### src/rtl/kvt_pkg.sv
`timescale 1ns / 1ps

package kvt_pkg;

  localparam int KEY_W = 20;
  localparam int VAL_W = 20;
  localparam int OP_W  = 2;

  // Operation codes.
  localparam logic [OP_W-1:0] OP_PUT    = 2'd0;
  localparam logic [OP_W-1:0] OP_GET    = 2'd1;
  localparam logic [OP_W-1:0] OP_REMOVE = 2'd2;

  // Result status codes.
  localparam logic STATUS_OK   = 1'b0;
  localparam logic STATUS_FULL = 1'b1;

  typedef struct packed {
    logic [OP_W-1:0]  opcode;
    logic [KEY_W-1:0] key;
    logic [VAL_W-1:0] value;
  } in_item_t;

  typedef struct packed {
    logic             found;
    logic [VAL_W-1:0] read_value;
    logic             status;
  } out_item_t;

  // Outcome of one table scan.
  typedef struct packed {
    logic hit;
    logic has_free;
  } scan_flags_t;

endpackage

### src/rtl/kvt_ram.sv
`timescale 1ns / 1ps

module kvt_ram #(
  parameter int WIDTH = 8,
  parameter int DEPTH = 64
) (
  input  logic                     clk,
  input  logic                     wr_en,
  input  logic [$clog2(DEPTH)-1:0] wr_addr,
  input  logic [WIDTH-1:0]         wr_data,
  input  logic                     rd_en,
  input  logic [$clog2(DEPTH)-1:0] rd_addr,
  output logic [WIDTH-1:0]         rd_data
);

  logic [WIDTH-1:0] mem [DEPTH];

  // One write port and one registered read port.
  always_ff @(posedge clk) begin
    if (wr_en) begin
      mem[wr_addr] <= wr_data;
    end
    if (rd_en) begin
      rd_data <= mem[rd_addr];
    end
  end

endmodule

### src/rtl/kvt_match.sv
`timescale 1ns / 1ps

module kvt_match #(
  parameter int TABLE_DEPTH = 64
) (
  input  logic                           clk,
  input  logic                           rst_n,
  input  logic                           start,
  input  logic                           cmp_vld,
  input  logic [$clog2(TABLE_DEPTH)-1:0] cmp_idx,
  input  logic                           cmp_word_valid,
  input  logic [kvt_pkg::KEY_W-1:0]      cmp_key,
  input  logic [kvt_pkg::VAL_W-1:0]      cmp_value,
  input  logic [kvt_pkg::KEY_W-1:0]      target_key,
  output kvt_pkg::scan_flags_t           flags,
  output logic [$clog2(TABLE_DEPTH)-1:0] hit_idx,
  output logic [kvt_pkg::VAL_W-1:0]      hit_value,
  output logic [$clog2(TABLE_DEPTH)-1:0] free_idx
);

  localparam int AW = $clog2(TABLE_DEPTH);

  kvt_pkg::scan_flags_t flags_r;
  logic [AW-1:0]             hit_idx_r;
  logic [kvt_pkg::VAL_W-1:0] hit_value_r;
  logic [AW-1:0]             free_idx_r;
  logic                      key_eq;
  logic                      take_hit;
  logic                      take_free;

  // The shared key comparator, applied to one entry per cycle.
  assign key_eq    = (cmp_key == target_key);
  assign take_hit  = cmp_vld && !flags_r.hit && cmp_word_valid && key_eq;
  assign take_free = cmp_vld && !flags_r.has_free && !cmp_word_valid;

  // Flags keep only the lowest-indexed match and free entry.
  always_ff @(posedge clk) begin
    if (!rst_n) begin
      flags_r <= '0;
    end else if (start) begin
      flags_r <= '0;
    end else begin
      if (take_hit) begin
        flags_r.hit <= 1'b1;
      end
      if (take_free) begin
        flags_r.has_free <= 1'b1;
      end
    end
  end

  // Captured index and value of the first match and first free entry.
  always_ff @(posedge clk) begin
    if (take_hit) begin
      hit_idx_r   <= cmp_idx;
      hit_value_r <= cmp_value;
    end
    if (take_free) begin
      free_idx_r <= cmp_idx;
    end
  end

  assign flags     = flags_r;
  assign hit_idx   = hit_idx_r;
  assign hit_value = hit_value_r;
  assign free_idx  = free_idx_r;

endmodule

### src/rtl/key_value_table_core.sv
`timescale 1ns / 1ps

// Key/value table of TABLE_DEPTH entries searched linearly from entry 0 up. Each
// accepted item (put, get or remove) gives exactly one result item: a start step, a
// scan that streams every entry through the single key comparator from the key
// memory's one read port, a write-back step and a load of the result register, which
// waits while an earlier result is still held by out_stall. A new item is accepted the
// cycle after the result is loaded, even while that result still waits to be taken.
// After reset, a clearing pass marks every entry free; no item is accepted during it.
// A put that finds neither its key nor a free entry is dropped and reports status 1.

module key_value_table_core #(
  parameter int TABLE_DEPTH = 64
) (
  input  logic                clk,
  input  logic                rst_n,
  input  logic                in_valid,
  output logic                in_stall,
  input  kvt_pkg::in_item_t   in_item,
  output logic                out_valid,
  input  logic                out_stall,
  output kvt_pkg::out_item_t  out_item
);

  localparam int AW     = $clog2(TABLE_DEPTH);
  localparam int KWORD_W = kvt_pkg::KEY_W + 1;
  localparam logic [AW-1:0] LAST_IDX = AW'(TABLE_DEPTH - 1);

  typedef enum logic [4:0] {
    ST_CLEAR = 5'b00001,
    ST_IDLE  = 5'b00010,
    ST_SCAN  = 5'b00100,
    ST_WRITE = 5'b01000,
    ST_DONE  = 5'b10000
  } state_t;

  state_t                  state_r, state_nxt;
  logic [AW-1:0]           addr_r, addr_nxt;
  logic                    issued_all_r, issued_all_nxt;
  logic                    cmp_vld_r;
  logic [AW-1:0]           cmp_idx_r;
  kvt_pkg::in_item_t       req_r;
  logic                    out_valid_r;
  kvt_pkg::out_item_t      out_item_r;

  logic                    rd_en;
  logic                    key_we;
  logic [AW-1:0]           key_waddr;
  logic [KWORD_W-1:0]      key_wdata;
  logic [KWORD_W-1:0]      key_rdata;
  logic                    val_we;
  logic [AW-1:0]           val_waddr;
  logic [kvt_pkg::VAL_W-1:0] val_rdata;
  logic                    start;
  logic                    out_load;
  kvt_pkg::out_item_t      res;

  kvt_pkg::scan_flags_t    flags;
  logic [AW-1:0]           hit_idx;
  logic [AW-1:0]           free_idx;
  logic [kvt_pkg::VAL_W-1:0] hit_value;

  logic                    op_put;
  logic                    op_get;
  logic                    op_remove;

  assign op_put    = (req_r.opcode == kvt_pkg::OP_PUT);
  assign op_get    = (req_r.opcode == kvt_pkg::OP_GET);
  assign op_remove = (req_r.opcode == kvt_pkg::OP_REMOVE);

  // Key memory holds the valid mark above the key.
  kvt_ram #(
    .WIDTH (KWORD_W),
    .DEPTH (TABLE_DEPTH)
  ) u_key_ram (
    .clk     (clk),
    .wr_en   (key_we),
    .wr_addr (key_waddr),
    .wr_data (key_wdata),
    .rd_en   (rd_en),
    .rd_addr (addr_r),
    .rd_data (key_rdata)
  );

  kvt_ram #(
    .WIDTH (kvt_pkg::VAL_W),
    .DEPTH (TABLE_DEPTH)
  ) u_val_ram (
    .clk     (clk),
    .wr_en   (val_we),
    .wr_addr (val_waddr),
    .wr_data (req_r.value),
    .rd_en   (rd_en),
    .rd_addr (addr_r),
    .rd_data (val_rdata)
  );

  kvt_match #(
    .TABLE_DEPTH (TABLE_DEPTH)
  ) u_match (
    .clk            (clk),
    .rst_n          (rst_n),
    .start          (start),
    .cmp_vld        (cmp_vld_r),
    .cmp_idx        (cmp_idx_r),
    .cmp_word_valid (key_rdata[KWORD_W-1]),
    .cmp_key        (key_rdata[kvt_pkg::KEY_W-1:0]),
    .cmp_value      (val_rdata),
    .target_key     (req_r.key),
    .flags          (flags),
    .hit_idx        (hit_idx),
    .hit_value      (hit_value),
    .free_idx       (free_idx)
  );

  // Sequencer: clear pass, scan, write-back and result.
  always_comb begin
    state_nxt      = state_r;
    addr_nxt       = addr_r;
    issued_all_nxt = issued_all_r;
    rd_en          = 1'b0;
    key_we         = 1'b0;
    key_waddr      = addr_r;
    key_wdata      = '0;
    val_we         = 1'b0;
    val_waddr      = hit_idx;
    start          = 1'b0;
    out_load       = 1'b0;
    res            = '0;
    case (state_r)
      ST_CLEAR: begin
        key_we = 1'b1;
        if (addr_r == LAST_IDX) begin
          addr_nxt  = '0;
          state_nxt = ST_IDLE;
        end else begin
          addr_nxt = addr_r + 1'b1;
        end
      end
      ST_IDLE: begin
        if (in_valid) begin
          start          = 1'b1;
          addr_nxt       = '0;
          issued_all_nxt = 1'b0;
          state_nxt      = ST_SCAN;
        end
      end
      ST_SCAN: begin
        if (!issued_all_r) begin
          rd_en = 1'b1;
          if (addr_r == LAST_IDX) begin
            issued_all_nxt = 1'b1;
          end else begin
            addr_nxt = addr_r + 1'b1;
          end
        end
        if (cmp_vld_r && (cmp_idx_r == LAST_IDX)) begin
          state_nxt = ST_WRITE;
        end
      end
      ST_WRITE: begin
        if (op_put) begin
          if (flags.hit) begin
            val_we = 1'b1;
          end else if (flags.has_free) begin
            key_we    = 1'b1;
            key_waddr = free_idx;
            key_wdata = {1'b1, req_r.key};
            val_we    = 1'b1;
            val_waddr = free_idx;
          end
        end else if (op_remove && flags.hit) begin
          key_we    = 1'b1;
          key_waddr = hit_idx;
          key_wdata = {1'b0, req_r.key};
        end
        state_nxt = ST_DONE;
      end
      ST_DONE: begin
        res.found      = flags.hit && (op_put || op_get || op_remove);
        res.read_value = (op_get && flags.hit) ? hit_value : '0;
        res.status     = (op_put && !flags.hit && !flags.has_free) ?
                         kvt_pkg::STATUS_FULL : kvt_pkg::STATUS_OK;
        if (!out_valid_r || !out_stall) begin
          out_load  = 1'b1;
          state_nxt = ST_IDLE;
        end
      end
      default: begin
        addr_nxt  = '0;
        state_nxt = ST_CLEAR;
      end
    endcase
  end

  // Control registers.
  always_ff @(posedge clk) begin
    if (!rst_n) begin
      state_r      <= ST_CLEAR;
      addr_r       <= '0;
      issued_all_r <= 1'b0;
      cmp_vld_r    <= 1'b0;
      out_valid_r  <= 1'b0;
    end else begin
      state_r      <= state_nxt;
      addr_r       <= addr_nxt;
      issued_all_r <= issued_all_nxt;
      cmp_vld_r    <= rd_en;
      if (out_load) begin
        out_valid_r <= 1'b1;
      end else if (!out_stall) begin
        out_valid_r <= 1'b0;
      end
    end
  end

  // Payload registers.
  always_ff @(posedge clk) begin
    cmp_idx_r <= addr_r;
    if (start) begin
      req_r <= in_item;
    end
    if (out_load) begin
      out_item_r <= res;
    end
  end

  assign in_stall  = (state_r != ST_IDLE);
  assign out_valid = out_valid_r;
  assign out_item  = out_item_r;

  // An accepted item always starts a scan.
  a_accept_scan: assert property (@(posedge clk) disable iff (!rst_n)
    (in_valid && !in_stall) |=> (state_r == ST_SCAN))
    else $error("accepted item did not start a scan");

  // The memories are only read, never written, while a scan runs.
  a_scan_no_write: assert property (@(posedge clk) disable iff (!rst_n)
    (state_r == ST_SCAN) |-> (!key_we && !val_we))
    else $error("table written during scan");

  // A dropped put never reports a hit.
  a_full_no_hit: assert property (@(posedge clk) disable iff (!rst_n)
    out_valid |-> !(out_item.status && out_item.found))
    else $error("full status together with found");

  // A nonzero read value only comes with a hit.
  a_value_needs_hit: assert property (@(posedge clk) disable iff (!rst_n)
    (out_valid && (out_item.read_value != '0)) |-> out_item.found)
    else $error("read value without a hit");

endmodule
### config.mk
export PLATFORM = sky130hd
export DESIGN_NAME = key_value_table_core
export DESIGN_NICKNAME = d
export VERILOG_FILES = /design/src/rtl/kvt_pkg.sv /design/src/rtl/kvt_ram.sv /design/src/rtl/kvt_match.sv /design/src/rtl/key_value_table_core.sv
export SDC_FILE = /design/constraint.sdc
export NUM_CORES = 2
export LEC_CHECK = 0
export ABC_AREA = 0
export BUFFER_PORTS_ARGS = -buffer_cell sky130_fd_sc_hd__buf_2
export CAP_MARGIN = 20
export CORE_MARGIN = 2
export CORE_UTILIZATION = 55
export DETAILED_ROUTE_END_ITERATION = 8
export PLACE_DENSITY = 0.78
export SKIP_CTS_REPAIR_TIMING = 1
export SYNTH_ARGS = -nofsm -noshare
export SYNTH_HDL_FRONTEND = slang
export SYNTH_SLANG_ARGS = --single-unit
### constraint.sdc
create_clock -name clk -period 7.2 [get_ports clk]
set_clock_uncertainty 0.1 [all_clocks]
set_input_delay 1.08 -clock clk [delete_from_list [all_inputs] [get_ports clk]]
set_output_delay 1.08 -clock clk [all_outputs]
set_load 0.01 [all_outputs]
==> summary.txt <==
Floorplanning
  – Core Region: 0.193 sq mm
  – Row count: 161
  – Effective utilization at floorplan: 55.5%
  – I/O pin cnt: 70
  – Die width: 445 um
  – Die H: 445 um
  – Full die area: 0.198 sq mm

STA
  – Setup-failing EPs final: 0
  – RSZ-0062 raised after global routing: false
  – Sum Neg Setup Slack: 0 ns
  – Final Hold Vio Count: 0
  – Relative slew margins: 13.6%
  – Fmax: 0.226 GHz
  – Final Cycle Share: 61.5%
  – Worst-Margin Slew: 1.30 ns
  – Minimum clock period: 4.43 ns
  – Slew Limit Fails: 0

Synthesis
  – EDFF count, synth: 2761
  – Mapped Cells: 4878
  – Synth Cell Area: 0.107 sq mm
  – FF+latch count, synth: 2783
  – Seq/Total Area, Yosys: 78.0%
  – Syn_nets: 4925
  – Syn. warnings: 0
  – Synth Area per Inst: 21.9 sq um
  – Most used DFF post-synth: edfxtp_1
  – Synth cell types: 74
  – Ys async rst share: 0%

Clock network
  – CTS max path bufs: 3
  – Clk pin slew, worst setup/hold paths: 0.06 ns
  – Clk sink count: 2783
  – H-tree lvl count: 4
  – TritonCTS clock tree: done
  – Total CTS buffers: 241
  – CTS root buf: clkbuf_16
  – Clock Latency Late Sink: 0.89 ns

Route
  – Drt first pass iters: 8
  – Via-to-Cell Ratio: 6.87
  – Drt total wl: 275000 um
  – DR DRC count: 0
  – 1st-iter DRT viols: 9337
  – Via count of the routed design: 54300
  – Routed Antenna Nets: 0
  – DR WL/cell: 34.9 um

Critical path
  – Crit-path max cell delay: 1.02 ns
  – CP Launch Type: register
  – CP delay by family, top: compound AO/OA/AOI/OAI gates
  – CP cell instances: buf_12, mux4_2, mux2i_1, nor2_1, a2111oi_0, o32ai_1
  – R2R depth: 6
  – Slowest stage cell, crit path: a2111oi_0
  – Worst r2r src: addr_r[0]
  – Worst R2R Setup Slack: 2.77 ns
  – Crit path DAT: 4.92 ns
  – Maximum fanout along the worst path: 80
  – Critical Path RT: 7.70 ns
  – Kind of end point of the critical path: register
  – Worst R2R End: u_val_ram.rd_data[2]
  – CP bufs+invs: 1
  – Crit path kind: register to register

Global routing
  – Overall routing resource usage: 27.7%
  – Most used routing layer: met2
  – Total gr overflow: 0
  – First-pass GRT wire length: 390000 um
  – Largest net degree at the start of global routing: 105
  – Met3 usage: 7.53%
  – Met1 Use GR: 38.1%
  – Initial antenna violation count: 10
  – Grt met2 use: 41.9%
  – Vias in the first global route: 53400

Flow run
  – Max_cap viols: 0

Cells and area
  – Multi-input combinational cell area: 0.0225 sq mm
  – Nets: 5212
  – Fill cells: 12000
  – Finished Core Util: 62.0%
  – Sequential cell area: 0.0834 sq mm
  – Synthesis-to-finish area growth: 11.7%
  – Share of layout cells above drive strength 1: 27.0%

Power
  – Clk network pwr share: 35.0%
  – Leak pwr: 34.6 nW
  – Max VDD drop: 0.294 mV
  – Total Power: 37.3 mW
  – Int Power: 27.8 mW
  – Switching Share: 25.5%
  – Power per cell area: 312 mW/mm^2
  – Net Switching: 9.50 mW
  – Sequential share of power: 48.3%
  – Power share of the combinational group: 16.7%

Status
  – Status: finished, final reports clean

Placed design
  – GPL Wtd Cong: 0.943
  – Hpwl dp: 151000 um
  – IO buf count: 69

Min path
  – Hold path cells: 1
  – Hold Path Origin: in_item[1]
  – Hold WC Path Type: primary input to register
  – Hold Path Sink: req_r[1]
==> per-stage QoR <==
stage / hold WS (ns) / instance area, sq um / setup slack [ns] / std cells
after global placement: 0.333 / 111000 / 2.16 / 7420
after global routing: 0.237 / 119000 / 2.68 / 7898
after floorplan: 0.226 / 107000 / 3.13 / 4878
final: 0.264 / 119000 / 2.77 / 7903
after CTS: 0.214 / 119000 / 2.75 / 7885
after detailed placement: 0.336 / 111000 / 2.77 / 7437
==> worst max path at each step <==
stage	start	end	slack (ns)	depth (start not counted)
after floorplan	req_r[38]	u_match.hit_idx[0]	3.13	4
after global placement	addr_r[1]	u_key_ram.rd_data[15]	2.16	6
after detailed placement	addr_r[1]	u_key_ram.rd_data[14]	2.77	7
after CTS	addr_r[1]	u_key_ram.rd_data[14]	2.75	7
after global routing	addr_r[0]	u_val_ram.rd_data[2]	2.68	6
final	addr_r[0]	u_val_ram.rd_data[2]	2.77	6
==> flip-flops by register name, summed over array words and instances (netlist names), 2 cells and up <==
register / count
u_match.hit_value: 20
u_match.hit_idx: 6
cmp_idx_r: 6
u_key_ram.rd_data: 21
req_r: 42
addr_r: 6
u_match.flags: 2
out_item: 22
u_val_ram.rd_data: 20
state_r: 5
u_key_ram.mem: 1344
u_match.free_idx: 6
u_val_ram.mem: 1280
==> layout make-up <==
cell class                 count  area share, %
sequential                  2783           69.8
antenna                        7         0.0147
inverter                       9         0.0325
clock buffer                 283           5.23
multi-input combinational   1823           18.9
tap                         2526           2.65
timing repair buffer         307           2.03
clock inverter               165           1.40
==> layout by cell type, fill, tap and decap left out, drive strengths merged, types with 33 or more instances in the layout <==
cell type | Yosys | routed
buf | 177 | 300
edfxtp | 2761 | 2761
o221ai | 46 | 46
a21oi | 36 | 36
a2111oi | 38 | 38
clkbuf | 86 | 286
mux2i | 350 | 350
mux2 | 33 | 33
o22ai | 100 | 100
and2 | 45 | 45
clkinv | 1 | 112
nor2 | 189 | 189
mux4 | 573 | 573
nand2 | 107 | 107
==> power groups by stage <==
| stage | Clock [mW] | Combinational, mW | Sequential, mW |
|---|---|---|---|
| global placement | 0 | 6.00 | 18.4 |
| finish | 13.1 | 6.22 | 18.0 |
| CTS | 13.1 | 6.14 | 18.0 |
| detailed placement | 0 | 6.06 | 18.4 |
| floorplan | 0 | 4.61 | 18.3 |
| global route | 13.7 | 6.50 | 18.0 |
==> per-layer routing <==
layer	part of all wire [%]	up-vias
met1	35	28000
met4	5.2	6
li1	-	21100
met5	0.016	-
met2	46	4426
met3	13	708
==> kinds of logic (layout without fill, tap and decap cells) <==
group           Yosys count  count (layout)  synth area share [%]
compound gates          387             387                  2.71
xor+xnor                 23              23                 0.188
fa+ha+maj                 1               1                0.0117
buf+inv                 272             764                  1.42
flops                  2783            2783                  78.0
mux                     956             956                  15.7
other cells               0               7                     0
simple gates            456             456                  2.00
==> Yosys cell counts, drive strengths merged (3+ instances only) <==
cell type,instances,area [sq um]
edfxtp,2761,82900
mux4,573,12900
mux2i,350,3510
nor2,189,709
buf,177,1160
nand2,107,402
o22ai,100,626
clkbuf,86,323
o221ai,46,403
and2,45,282
a2111oi,38,333
a21oi,36,180
mux2,33,375
nor3,31,166
a221oi,27,236
nand3,27,160
dfxtp,22,440
a211o,21,184
o21ai,21,105
o31ai,20,150
xor2,17,149
nand2b,16,115
nor2b,15,96.3
o32ai,13,114
a211oi,12,90.1
a221o,10,100
inv,8,30.0
o211ai,7,57.6
a22oi,6,45.0
xnor2,6,52.6
a21boi,5,37.5
a2bb2oi,5,43.8
nor4,5,31.3
a31oi,4,25.0
nand3b,4,30.0
nand4,4,25.0
nor3b,3,22.5
(Power assumes the default switching activity.)
